$ cat src/sv/efr_pkg.sv
`timescale 1ns / 1ps
// ----------------------------------------------------------------------------
// efr_pkg
// Shared types and constants of the escaped frame receiver: field widths,
// register indexes, register reset values and the message descriptor.
// ----------------------------------------------------------------------------
package efr_pkg;

	localparam int BYTE_W    = 8;
	localparam int LEN_W     = 7;
	localparam int CNT_W     = 32;
	localparam int CFG_IDX_W = 3;

	// configuration register indexes
	localparam logic [CFG_IDX_W-1:0] REG_START_MARKER = 3'd0;
	localparam logic [CFG_IDX_W-1:0] REG_END_MARKER   = 3'd1;
	localparam logic [CFG_IDX_W-1:0] REG_ESCAPE_BYTE  = 3'd2;
	localparam logic [CFG_IDX_W-1:0] REG_ESCAPE_MASK  = 3'd3;
	localparam logic [CFG_IDX_W-1:0] REG_FRAME_LIMIT  = 3'd4;

	// register reset values
	localparam logic [BYTE_W-1:0] RST_START_MARKER = 8'd2;
	localparam logic [BYTE_W-1:0] RST_END_MARKER   = 8'd3;
	localparam logic [BYTE_W-1:0] RST_ESCAPE_BYTE  = 8'd27;
	localparam logic [BYTE_W-1:0] RST_ESCAPE_MASK  = 8'd32;
	localparam logic [LEN_W-1:0]  RST_FRAME_LIMIT  = 7'd64;

	// one completed message waiting for read-out
	typedef struct packed {
		logic             bank;
		logic [LEN_W-1:0] len;
		logic [CNT_W-1:0] msg_count;
		logic [CNT_W-1:0] ovr_count;
	} desc_t;

endpackage

$ cat src/sv/efr_ram.sv
`timescale 1ns / 1ps
// ----------------------------------------------------------------------------
// efr_ram
// Generic simple dual-port RAM: one write port, one read port with a
// registered read that holds while no read is issued.
// ----------------------------------------------------------------------------
module efr_ram #(
	parameter int WIDTH = 8,
	parameter int DEPTH = 128
) (
	input  logic                     clk,
	input  logic                     we,
	input  logic [$clog2(DEPTH)-1:0] waddr,
	input  logic [WIDTH-1:0]         wdata,
	input  logic                     re,
	input  logic [$clog2(DEPTH)-1:0] raddr,
	output logic [WIDTH-1:0]         rdata
);

	logic [WIDTH-1:0] mem_q [DEPTH];
	logic [WIDTH-1:0] rdata_q;

	always_ff @(posedge clk) begin
		if (we) begin
			mem_q[waddr] <= wdata;
		end
		if (re) begin
			rdata_q <= mem_q[raddr];
		end
	end

	assign rdata = rdata_q;

endmodule

$ cat src/sv/efr_front.sv
`timescale 1ns / 1ps
// ----------------------------------------------------------------------------
// efr_front
// Configuration registers and the byte classifier: strips start, end and
// escape framing, writes payload bytes into the current buffer half and
// hands each completed message to the read-out queue.
// ----------------------------------------------------------------------------
module efr_front #(
	parameter int STORE_DEPTH = 64
) (
	input  logic                                  clk,
	input  logic                                  arst_n,
	input  logic                                  cfg_valid,
	output logic                                  cfg_ready,
	input  logic [efr_pkg::CFG_IDX_W-1:0]         cfg_index,
	input  logic [efr_pkg::BYTE_W-1:0]            cfg_data,
	input  logic                                  rx_valid,
	output logic                                  rx_ready,
	input  logic [efr_pkg::BYTE_W-1:0]            rx_byte,
	input  logic                                  q_full,
	output logic                                  q_push,
	output efr_pkg::desc_t                        q_desc,
	output logic                                  ram_we,
	output logic [$clog2(STORE_DEPTH):0]          ram_waddr,
	output logic [efr_pkg::BYTE_W-1:0]            ram_wdata
);

	import efr_pkg::*;

	localparam int AW = $clog2(STORE_DEPTH);
	localparam int CW = $clog2(STORE_DEPTH + 1);
	localparam logic [LEN_W-1:0] DEPTH_LIM = LEN_W'(STORE_DEPTH);

	logic [BYTE_W-1:0] start_marker_q;
	logic [BYTE_W-1:0] end_marker_q;
	logic [BYTE_W-1:0] escape_byte_q;
	logic [BYTE_W-1:0] escape_mask_q;
	logic [LEN_W-1:0]  frame_limit_q;

	logic [CW-1:0]    fill_q, fill_d;
	logic             open_q, open_d;
	logic             esc_q, esc_d;
	logic             bank_q, bank_d;
	logic [CNT_W-1:0] msg_q, msg_d;
	logic [CNT_W-1:0] ovr_q, ovr_d;

	logic              rx_fire;
	logic              store_req;
	logic [BYTE_W-1:0] store_data;
	logic [LEN_W-1:0]  limit;
	logic              can_store;

	assign cfg_ready = 1'b1;
	assign rx_ready  = !q_full;
	assign rx_fire   = rx_valid && rx_ready;

	always_ff @(posedge clk or negedge arst_n) begin
		if (!arst_n) begin
			start_marker_q <= RST_START_MARKER;
			end_marker_q   <= RST_END_MARKER;
			escape_byte_q  <= RST_ESCAPE_BYTE;
			escape_mask_q  <= RST_ESCAPE_MASK;
			frame_limit_q  <= RST_FRAME_LIMIT;
		end else if (cfg_valid) begin
			unique case (cfg_index)
				REG_START_MARKER: start_marker_q <= cfg_data;
				REG_END_MARKER:   end_marker_q   <= cfg_data;
				REG_ESCAPE_BYTE:  escape_byte_q  <= cfg_data;
				REG_ESCAPE_MASK:  escape_mask_q  <= cfg_data;
				REG_FRAME_LIMIT:  frame_limit_q  <= cfg_data[LEN_W-1:0];
				default: ;
			endcase
		end
	end

	// a limit above the buffer depth acts as the depth
	assign limit     = (frame_limit_q > DEPTH_LIM) ? DEPTH_LIM : frame_limit_q;
	assign can_store = LEN_W'(fill_q) < limit;

	always_comb begin
		esc_d      = esc_q;
		open_d     = open_q;
		fill_d     = fill_q;
		bank_d     = bank_q;
		msg_d      = msg_q;
		ovr_d      = ovr_q;
		store_req  = 1'b0;
		store_data = rx_byte;
		q_push     = 1'b0;
		ram_we     = 1'b0;
		if (rx_fire) begin
			if (esc_q) begin
				// escaped byte is stored even outside a frame
				esc_d      = 1'b0;
				store_req  = 1'b1;
				store_data = rx_byte ^ escape_mask_q;
			end else if (rx_byte == start_marker_q) begin
				open_d = 1'b1;
				fill_d = '0;
			end else if (rx_byte == end_marker_q) begin
				if (open_q && (fill_q != '0)) begin
					msg_d  = msg_q + CNT_W'(1);
					q_push = 1'b1;
					bank_d = !bank_q;
				end
				open_d = 1'b0;
				fill_d = '0;
			end else if (rx_byte == escape_byte_q) begin
				esc_d = 1'b1;
			end else if (open_q) begin
				store_req = 1'b1;
			end
		end
		if (store_req) begin
			if (can_store) begin
				ram_we = 1'b1;
				fill_d = fill_q + CW'(1);
			end else begin
				// overrun drops the frame
				ovr_d  = ovr_q + CNT_W'(1);
				fill_d = '0;
				open_d = 1'b0;
			end
		end
	end

	always_ff @(posedge clk or negedge arst_n) begin
		if (!arst_n) begin
			fill_q <= '0;
			open_q <= 1'b0;
			esc_q  <= 1'b0;
			bank_q <= 1'b0;
			msg_q  <= '0;
			ovr_q  <= '0;
		end else begin
			fill_q <= fill_d;
			open_q <= open_d;
			esc_q  <= esc_d;
			bank_q <= bank_d;
			msg_q  <= msg_d;
			ovr_q  <= ovr_d;
		end
	end

	assign q_desc.bank      = bank_q;
	assign q_desc.len       = LEN_W'(fill_q);
	assign q_desc.msg_count = msg_q + CNT_W'(1);
	assign q_desc.ovr_count = ovr_q;

	assign ram_waddr = {bank_q, fill_q[AW-1:0]};
	assign ram_wdata = store_data;

endmodule

$ cat src/sv/efr_queue.sv
`timescale 1ns / 1ps
// ----------------------------------------------------------------------------
// efr_queue
// Two-entry descriptor queue between classifier and read-out, one entry per
// buffer half. An entry leaves once its last byte read has been issued.
// ----------------------------------------------------------------------------
module efr_queue (
	input  logic           clk,
	input  logic           arst_n,
	input  logic           push,
	input  efr_pkg::desc_t push_desc,
	input  logic           pop,
	output logic           full,
	output logic           head_valid,
	output efr_pkg::desc_t head_desc
);

	import efr_pkg::*;

	desc_t      entry_q [2];
	logic       wr_ptr_q;
	logic       rd_ptr_q;
	logic [1:0] count_q;

	always_ff @(posedge clk or negedge arst_n) begin
		if (!arst_n) begin
			wr_ptr_q <= 1'b0;
			rd_ptr_q <= 1'b0;
			count_q  <= 2'd0;
		end else begin
			if (push) begin
				wr_ptr_q <= !wr_ptr_q;
			end
			if (pop) begin
				rd_ptr_q <= !rd_ptr_q;
			end
			case ({push, pop})
				2'b10:   count_q <= count_q + 2'd1;
				2'b01:   count_q <= count_q - 2'd1;
				default: count_q <= count_q;
			endcase
		end
	end

	always_ff @(posedge clk) begin
		if (push) begin
			entry_q[wr_ptr_q] <= push_desc;
		end
	end

	assign full       = (count_q == 2'd2);
	assign head_valid = (count_q != 2'd0);
	assign head_desc  = entry_q[rd_ptr_q];

	a_no_push_full: assert property (@(posedge clk) disable iff (!arst_n)
		push |-> !full) else $error("descriptor pushed into full queue");

	a_no_pop_empty: assert property (@(posedge clk) disable iff (!arst_n)
		pop |-> head_valid) else $error("descriptor popped from empty queue");

endmodule

$ cat src/sv/efr_back.sv
`timescale 1ns / 1ps
// ----------------------------------------------------------------------------
// efr_back
// Message read-out: walks the head descriptor's buffer half one byte a cycle
// while msg_ready allows, via the registered RAM read and an output register.
// ----------------------------------------------------------------------------
module efr_back #(
	parameter int STORE_DEPTH = 64
) (
	input  logic                           clk,
	input  logic                           arst_n,
	input  logic                           q_valid,
	input  efr_pkg::desc_t                 q_desc,
	output logic                           q_pop,
	output logic                           ram_re,
	output logic [$clog2(STORE_DEPTH):0]   ram_raddr,
	input  logic [efr_pkg::BYTE_W-1:0]     ram_rdata,
	output logic                           msg_valid,
	input  logic                           msg_ready,
	output logic [efr_pkg::BYTE_W-1:0]     payload_byte,
	output logic                           last_of_message,
	output logic [efr_pkg::LEN_W-1:0]      message_length,
	output logic [efr_pkg::CNT_W-1:0]      messages_done,
	output logic [efr_pkg::CNT_W-1:0]      overruns_seen
);

	import efr_pkg::*;

	localparam int AW = $clog2(STORE_DEPTH);

	logic [AW-1:0] k_q;
	logic          issue;
	logic          last_rd;
	logic          move;

	// stage 1: read in flight, data sits in the RAM read register
	logic             valid_s1;
	logic             last_s1;
	logic [LEN_W-1:0] len_s1;
	logic [CNT_W-1:0] msg_s1;
	logic [CNT_W-1:0] ovr_s1;

	logic              out_valid_q;
	logic [BYTE_W-1:0] byte_q;
	logic              last_q;
	logic [LEN_W-1:0]  len_q;
	logic [CNT_W-1:0]  msg_q;
	logic [CNT_W-1:0]  ovr_q;

	assign move    = valid_s1 && (!out_valid_q || msg_ready);
	assign issue   = q_valid && (!valid_s1 || move);
	assign last_rd = (LEN_W'(k_q) + LEN_W'(1)) == q_desc.len;

	assign q_pop     = issue && last_rd;
	assign ram_re    = issue;
	assign ram_raddr = {q_desc.bank, k_q};

	always_ff @(posedge clk or negedge arst_n) begin
		if (!arst_n) begin
			k_q         <= '0;
			valid_s1    <= 1'b0;
			out_valid_q <= 1'b0;
		end else begin
			if (issue) begin
				k_q <= last_rd ? '0 : k_q + AW'(1);
			end
			if (issue) begin
				valid_s1 <= 1'b1;
			end else if (move) begin
				valid_s1 <= 1'b0;
			end
			if (move) begin
				out_valid_q <= 1'b1;
			end else if (msg_ready) begin
				out_valid_q <= 1'b0;
			end
		end
	end

	always_ff @(posedge clk) begin
		if (issue) begin
			last_s1 <= last_rd;
			len_s1  <= q_desc.len;
			msg_s1  <= q_desc.msg_count;
			ovr_s1  <= q_desc.ovr_count;
		end
		if (move) begin
			byte_q <= ram_rdata;
			last_q <= last_s1;
			len_q  <= len_s1;
			msg_q  <= msg_s1;
			ovr_q  <= ovr_s1;
		end
	end

	assign msg_valid       = out_valid_q;
	assign payload_byte    = byte_q;
	assign last_of_message = last_q;
	assign message_length  = len_q;
	assign messages_done   = msg_q;
	assign overruns_seen   = ovr_q;

	// a stalled read must not be overwritten in the RAM read register
	a_rd_hold: assert property (@(posedge clk) disable iff (!arst_n)
		valid_s1 && !move |=> $stable(ram_rdata))
		else $error("pending read data lost");

	a_idx_range: assert property (@(posedge clk) disable iff (!arst_n)
		q_valid |-> (LEN_W'(k_q) < q_desc.len))
		else $error("read index past message length");

endmodule

$ cat src/sv/escaped_frame_receiver_core.sv
`timescale 1ns / 1ps
// ----------------------------------------------------------------------------
// escaped_frame_receiver_core
// Byte-stuffing deframer with start, end and escape bytes. A classifier
// fills one half of a two-half message buffer; completed messages queue for
// read-out, which emits one byte per item with the last one marked.
// ----------------------------------------------------------------------------
// one rx item per cycle; rx_ready drops only while both buffer halves hold
// completed messages not yet read out
// with the read-out idle, a message's first byte passes the queue entry, RAM
// read register and output register once its end byte is accepted, then one
// byte per cycle while msg_ready is high (the single RAM read port sets this)
// reset clears control state and counters and loads register defaults;
// the message buffer needs no clearing pass
module escaped_frame_receiver_core #(
	parameter int STORE_DEPTH = 64
) (
	input  logic                          clk,
	input  logic                          arst_n,
	input  logic                          cfg_valid,
	output logic                          cfg_ready,
	input  logic [efr_pkg::CFG_IDX_W-1:0] cfg_index,
	input  logic [efr_pkg::BYTE_W-1:0]    cfg_data,
	input  logic                          rx_valid,
	output logic                          rx_ready,
	input  logic [efr_pkg::BYTE_W-1:0]    rx_byte,
	output logic                          msg_valid,
	input  logic                          msg_ready,
	output logic [efr_pkg::BYTE_W-1:0]    payload_byte,
	output logic                          last_of_message,
	output logic [efr_pkg::LEN_W-1:0]     message_length,
	output logic [efr_pkg::CNT_W-1:0]     messages_done,
	output logic [efr_pkg::CNT_W-1:0]     overruns_seen
);

	import efr_pkg::*;

	localparam int ADDR_W    = $clog2(STORE_DEPTH) + 1;
	localparam int RAM_DEPTH = 2 * (2 ** $clog2(STORE_DEPTH));

	logic              q_full;
	logic              q_push;
	desc_t             push_desc;
	logic              q_pop;
	logic              q_valid;
	desc_t             head_desc;
	logic              ram_we;
	logic [ADDR_W-1:0] ram_waddr;
	logic [BYTE_W-1:0] ram_wdata;
	logic              ram_re;
	logic [ADDR_W-1:0] ram_raddr;
	logic [BYTE_W-1:0] ram_rdata;

	efr_front #(
		.STORE_DEPTH(STORE_DEPTH)
	) u_front (
		.clk       (clk),
		.arst_n    (arst_n),
		.cfg_valid (cfg_valid),
		.cfg_ready (cfg_ready),
		.cfg_index (cfg_index),
		.cfg_data  (cfg_data),
		.rx_valid  (rx_valid),
		.rx_ready  (rx_ready),
		.rx_byte   (rx_byte),
		.q_full    (q_full),
		.q_push    (q_push),
		.q_desc    (push_desc),
		.ram_we    (ram_we),
		.ram_waddr (ram_waddr),
		.ram_wdata (ram_wdata)
	);

	efr_queue u_queue (
		.clk        (clk),
		.arst_n     (arst_n),
		.push       (q_push),
		.push_desc  (push_desc),
		.pop        (q_pop),
		.full       (q_full),
		.head_valid (q_valid),
		.head_desc  (head_desc)
	);

	efr_ram #(
		.WIDTH(BYTE_W),
		.DEPTH(RAM_DEPTH)
	) u_ram (
		.clk   (clk),
		.we    (ram_we),
		.waddr (ram_waddr),
		.wdata (ram_wdata),
		.re    (ram_re),
		.raddr (ram_raddr),
		.rdata (ram_rdata)
	);

	efr_back #(
		.STORE_DEPTH(STORE_DEPTH)
	) u_back (
		.clk             (clk),
		.arst_n          (arst_n),
		.q_valid         (q_valid),
		.q_desc          (head_desc),
		.q_pop           (q_pop),
		.ram_re          (ram_re),
		.ram_raddr       (ram_raddr),
		.ram_rdata       (ram_rdata),
		.msg_valid       (msg_valid),
		.msg_ready       (msg_ready),
		.payload_byte    (payload_byte),
		.last_of_message (last_of_message),
		.message_length  (message_length),
		.messages_done   (messages_done),
		.overruns_seen   (overruns_seen)
	);

endmodule
$ cat config.mk
export PLATFORM = sky130hd
export DESIGN_NAME = escaped_frame_receiver_core
export DESIGN_NICKNAME = d
export VERILOG_FILES = /design/src/sv/efr_pkg.sv /design/src/sv/efr_ram.sv /design/src/sv/efr_front.sv /design/src/sv/efr_queue.sv /design/src/sv/efr_back.sv /design/src/sv/escaped_frame_receiver_core.sv
export SDC_FILE = /design/constraint.sdc
export NUM_CORES = 2
export LEC_CHECK = 0
export ABC_CLOCK_PERIOD_IN_PS = 9600
export BUFFER_PORTS_ARGS = -buffer_cell sky130_fd_sc_hd__buf_2
export CORE_UTILIZATION = 45
export CTS_CLUSTER_DIAMETER = 60
export DETAILED_ROUTE_END_ITERATION = 8
export PLACE_DENSITY_LB_ADDON = 0.05
export SYNTH_ARGS = -nofsm -noshare
export SYNTH_HDL_FRONTEND = slang
export SYNTH_SLANG_ARGS = --single-unit
export TNS_END_PERCENT = 30
$ cat constraint.sdc
create_clock -name clk -period 9.6 [get_ports clk]
set_input_delay 0 -clock clk [delete_from_list [all_inputs] [get_ports clk]]
set_output_delay 0 -clock clk [all_outputs]
set_load 0.005 [all_outputs]
Word level (Yosys, flattened, before mapping):

Memories as Yosys holds them, arrays and structs flattened. A register that Yosys moved wholly into a read port is not among the register bits.
Index checks and enable logic that the tools add are counted.

* output and inout bits: 83
* memories: 2
* RAM bits: 1168
* register bits: 277

Memories
* u_ram.mem_q: words 128, width 8, rd ports 1, clocked after Yosys merged registers in 1, write ports 1, line efr_ram.sv:20 `logic [WIDTH-1:0] mem_q [DEPTH];`
* u_queue.entry_q: words 2, width 72, rd ports 1, clocked after Yosys merged registers in 0, write ports 1, line efr_queue.sv:20 `desc_t entry_q [2];`

* add/subtract/negate cells: 7
* reductions and logical operators: 29
* eq/ne operators: 12
* bitwise gates (word level): 4
* magnitude comparators: 2
* multiplexer cells: 42

Operators with widths (count)
* adder 32 x 1 -> 32 bit (second input constant): 2
* two-way mux 7 bit: 7
* two-way mux 1 bit: 31
* == test 8 bit: 3
* two-way mux 8 bit: 2
* AND reduction 2 bit: 6
* nonzero test 2 bit: 5
* XOR 8 bit: 1
* adder 6 x 1 -> 7 bit (second input constant): 1
* adder 7 x 1 -> 7 bit (second input constant): 1
* == test 7 bit: 1
* > comparator 7 bit (second input constant): 1
* less-than comparator 7 bit: 1
* nonzero test 7 bit: 1
* adder 6 x 1 -> 6 bit (second input constant): 1
* == test 3 x 2 -> 1 bit (second input constant): 2
* zero test 1 bit: 6
* two-way mux 6 bit: 1
* logical AND 1 bit: 5
* AND reduction 5 bit: 1
* == test 2 bit (second input constant): 2
* case mux 2 bit (2 select lines): 1
* == test 3 x 1 -> 1 bit (second input constant): 1
* == test 3 bit (second input constant): 1
* other kinds (9): 12

Depth between registers and ports, before layout:

* depth in word-level cells: 9
* gate-level depth with buffers: 13
* mapped depth without buffers: 11

By module:

Synthesis repeated with hierarchy kept, for this count alone.

* cell total of the unflattened synthesis: 2666
* area total of the unflattened synthesis: 56867.0 µm²

By module, submodules not included
* efr_ram: cells an instance 1635, times used 1, area each 39745.6 µm²
* efr_front: cells an instance 574, times used 1, area each 6248.5 µm²
* efr_queue: cells an instance 240, times used 1, area each 5731.7 µm²
* efr_back: cells an instance 217, times used 1, area each 5141.2 µm²

Least setup slack after synthesis:

OpenSTA, ideal clock, no wires.

* kind: reg-to-reg
* start: reg u_queue.count_q[0]
* end: mem u_ram.mem_q[0][0], data pin
* data required time: 8.668 ns
* path slack: 3.874 ns
* cell stages (with the launch flop): 7
* arrival: 4.794 ns
* path buffers: 2
* path through: dfrtp_1 clkbuf_1 nand2b_1 and3_1 buf_2 nand2_1 xnor2_1

* word-level cells in the longest chain between the ends: 4

Ends and longest elaborated chain
* start: declaration: line efr_queue.sv:23 `logic [1:0] count_q;`
* start signal: assignment: line efr_queue.sv:38 `2'b10: count_q <= count_q + 2'd1;`
* start signal: assignment: line efr_queue.sv:39 `2'b01: count_q <= count_q - 2'd1;`
* start signal: assignment: line efr_queue.sv:40 `default: count_q <= count_q;`
* == test 2 bit: line efr_queue.sv:51 `assign full = (count_q == 2'd2);`
* zero test 1 bit: line efr_front.sv:54 `assign rx_ready = !q_full;`
* named net rx_ready: line escaped_frame_receiver_core.sv:25 `output logic rx_ready,`
* logical AND 1 bit: line efr_front.sv:55 `assign rx_fire = rx_valid && rx_ready;`
* two-way mux 8 bit: line efr_front.sv:91 `if (rx_fire) begin`
* named net ram_wdata[0]: line escaped_frame_receiver_core.sv:49 `logic [BYTE_W-1:0] ram_wdata;`
* end: declaration: line efr_ram.sv:20

The timed path passes the listed nets, and every way through them passes these cells.

Worst setup path after layout:

* start: reg u_front.fill_q[4]
* end: mem u_ram.mem_q[119][7], enable pin

* word-level cells in the longest chain between the ends: 5

Ends and longest elaborated chain
* start: declaration: line efr_front.sv:40 `logic [CW-1:0] fill_q, fill_d;`
* start signal: assignment: line efr_front.sv:136 `fill_q <= fill_d;`
* less-than comparator 7 bit: line efr_front.sv:78 `assign can_store = LEN_W'(fill_q) < limit;`
* two-way mux 1 bit: line efr_front.sv:115 `if (can_store) begin`
* two-way mux 1 bit: line efr_front.sv:114 `if (store_req) begin`
* two-way mux 1 bit: line efr_ram.sv:24 `if (we) begin`
* two-way mux 1 bit (implied by the code): line efr_ram.sv:25 `mem_q[waddr] <= wdata;`

Parallel ways exist; a longest one is shown, timed or not.

==> impl_metrics.py <==
metrics = {
    "power": {
        "p_switching_w": 0.00320,
        "ir_drop_mv": 0.178,
        "leakage_nw": 20.9,
        "power_frac_comb_pct": 9.1,
        "seqPwrFrac_pct": 49.8,
        "swShare_pct": 22.6,
        "pwr-share-clk_pct": 41.1,
        "intPower_w": 0.0110,
        "p_per_area_nw_per_um2": 223,
    },
    "drt": {
        "vias": 26800,
        "viasPerCell": 5.66,
        "wl_met1_um": 54800,
        "post_drt_wl_per_cell_um": 26.7,
        "dr_wl_met3_um": 6290,
        "drt_wl_total_um": 127000,
        "drcViolationCount": 0,
        "drt_iter0_markers": 2366,
        "wl_met2_um": 63000,
        "top_layer_used": "met4",
        "ant_nets": 0,
        "firstDrtPassIters": 7,
    },
    "critical_path": {
        "cpMostUsedCell": "a21o_1",
        "criticalPathCategory": "reg2reg",
        "worstReg2RegStart": "u_front.fill_q[4]",
        "startpoint": "u_front.fill_q[4]",
        "worst-path-max-fanout": 46,
        "start_kind": "flop",
        "cpMaxStageDelayCell": "nor2_1",
        "path_cells": "ha_1 -> a21o_1 -> a21o_1 -> a221oi_4 -> buf_4 -> and2_1 -> nand2_2 -> nor2_1",
        "cp.arrival_ps": 4560,
        "r2r_cells": 8,
        "endpoint_kind": "flop",
        "required_ps": 9990,
        "endpoint": "u_ram.mem_q[119][7]",
        "cp_slowest_stage_delay_ps": 890,
        "r2r_end": "u_ram.mem_q[119][7]",
        "r2r_slack_ps": 5430,
    },
    "placement": {
        "port_buffers": 105,
        "dp_cells": 4438,
        "dp_hpwl_um": 75800,
        "place_congestion": 0.793,
        "post-place-ws_ps": 5430,
    },
    "timing": {
        "finalSetupViolations": 0,
        "slew_violations": 0,
        "hold_viol_final": 0,
        "finalCritPeriodShare_pct": 43.4,
        "worstMarginPinSlew_ps": 1180,
        "holdWs_ps": 75.6,
        "fmax_mhz": 240,
        "setup_ws_ps": 5430,
        "tns_ps": 0,
        "max_slew_margin_pct": 21.1,
        "rsz0062_at_grt": "no",
        "fin_skew_ps": 24.9,
        "timing.final.crit_period_ps": 4170,
    },
    "clock_network": {
        "clkLatencyLatePin_ps": 780,
        "postCtsSetupBuffers": 0,
        "cts_resized": 0,
        "cts_tree": "built",
        "cts_buffers": 153,
        "clk_pin_slew_ps": 60,
        "clockRootBuffer": "clkbuf_16",
        "cts_buffer_depth": 3,
        "cts_max_level": 4,
        "numClockSinks": 1453,
        "hold_buffers": 28,
    },
    "cells_and_area": {
        "final_common_cell": "edfxtp_1",
        "nNetsFinal": 3032,
        "area_delta_synth_final_pct": 13.7,
        "drive_gt1_share_pct": 25.2,
        "fill_cells": 9794,
        "multi_input_area_um2": 12300,
        "register_area_um2": 43000,
        "fin_util_pct": 51.9,
        "final_cells": 4744,
        "n_antenna_cell": 0,
        "final_cell_mix": "edfxtp_1 (1328), mux4_2 (256), clkbuf_16 (154)",
    },
    "worst_hold_path": {
        "hp-start": "cfg_data[7]",
        "hp-class": "in2reg",
    },
    "synthesis": {
        "yosysWarningCount": 0,
        "synth.avg_cell_area_um2": 19.9,
        "async_flop_share_pct": 8.60,
        "synthCells": 2806,
        "yosysSeqAreaShare_pct": 76.9,
        "syn-cell-area_um2": 55900,
        "synth_edf_count": 1328,
        "synth_top_cell_by_area": "edfxtp_1",
        "synth_top_area_share_pct": 71.3,
        "yosysUniqueCellTypes": 69,
        "yosys-top-cells-area": "edfxtp_1 (71%), mux4_2 (10%), dfrtp_1 (5.2%)",
        "syn-num-nets": 2842,
        "ys.flop_type": "edfxtp_1",
        "ys_ff_latch": 1453,
    },
    "global_routing": {
        "grtUsageTotal_pct": 20.5,
        "grt_overflow_total": 0,
        "grt_first_pass_wirelength_um": 189000,
        "antenna_found_initial": 5,
        "grt_max_degree": 149,
        "grt_pass1_vias": 27700,
    },
    "status": {
        "status": "finished, final reports clean",
    },
    "floorplanning": {
        "core_um2": 123000,
        "fp.dieH_um": 354,
        "io_pins": 107,
        "die_w_um": 354,
        "initial_core_util_pct": 45.6,
        "dieArea_um2": 126000,
        "num_rows": 128,
    },
    "flow_run": {
        "drv_cap": 0,
    },
}
power groups by stage:
stage	combinational, W	sequential, W	clock (W)
floorplan	0.00101	0.00715	0
global placement	0.00130	0.00720	0
detailed placement	0.00131	0.00721	0
CTS	0.00133	0.00707	0.00596
global route	0.00140	0.00708	0.00620
finish	0.00129	0.00707	0.00583
per-layer routing:
metal  vias to the layer above  global-route usage (%)
met5                         -                       0
met4                         0                    5.69
met1                     14200                    28.6
li1                      11700                       -
met2                       721                    33.6
met3                       164                    3.41
sequential cells by signal (all words and copies together), names as in the netlist, 2 cells and up:
register                cells
u_front.ovr_q              32
u_front.msg_q              32
u_queue.entry_q           144
u_front.frame_limit_q       7
u_back.message_length       7
u_queue.count_q             2
u_back.ovr_s1              32
u_front.end_marker_q        8
u_back.k_q                  6
u_front.escape_byte_q       8
u_back.msg_s1              32
u_front.escape_mask_q       8
u_front.fill_q              7
u_ram.rdata                 8
u_back.payload_byte         8
u_back.overruns_seen       32
u_back.messages_done       32
u_front.start_marker_q      8
u_back.len_s1               7
u_ram.mem_q              1024
critical path, delay by kind of cell, from the launching register on:
| kind | cells | cell delay [ps] |
|---|---|---|
| buffers and inverters | 1 | 470 |
| adder cells (fa/ha/maj) | 1 | 330 |
| AO/OA/AOI/OAI | 3 | 660 |
| flip-flops | 1 | 640 |
| AND/OR/NAND/NOR | 3 | 1670 |
layout make-up:
cell class	instances	area share [%]
clock buffers	198	6.40
clock inverters	80	1.39
inverters	13	0.0807
multi-input cells	1198	19.4
flip-flops and latches	1453	67.7
well taps	1625	3.20
repair buffers	177	1.86
stage by stage:
stage / area, um^2 / total power [W]
final: 63600 / 0.0142
after global routing: 63600 / 0.0147
after CTS: 63600 / 0.0144
after detailed placement: 58300 / 0.00852
after floorplan: 55900 / 0.00817
after global placement: 58300 / 0.00850
cell usage after synthesis, types with 22 or more instances:
cell,number
nor4_1,22
xnor2_1,58
mux4_2,256
buf_2,44
mux2i_1,36
dfrtp_1,116
nand2_1,79
nand3_1,47
nor2_1,153
clkbuf_1,64
xor2_1,79
nand4_1,29
nor3_1,46
buf_1,26
o22ai_1,98
edfxtp_1,1328
a21oi_1,37
mux2_2,108
how the worst min path moves through the flow:
stage | end | slack (ps) | cells past startpoint
after floorplan | u_back.k_q[0] | -300 | 0
after global placement | u_front.start_marker_q[2] | 80 | 1
after detailed placement | u_front.start_marker_q[3] | 100 | 1
after CTS | u_front.end_marker_q[7] | 20 | 3
after global routing | u_front.end_marker_q[7] | 50 | 3
final | u_front.end_marker_q[7] | 80 | 3
kinds of logic after synthesis:
logic type	synth area share, %
buffers and inverters	1.22
DFF	76.9
AOI/OAI and AO/OA	2.08
other	0.00671
adders and majority gates	0.269
and+or+nand+nor	4.18
xor gates and xnor gates	2.18
muxes	13.1
Power figures use the tool's default switching activity.
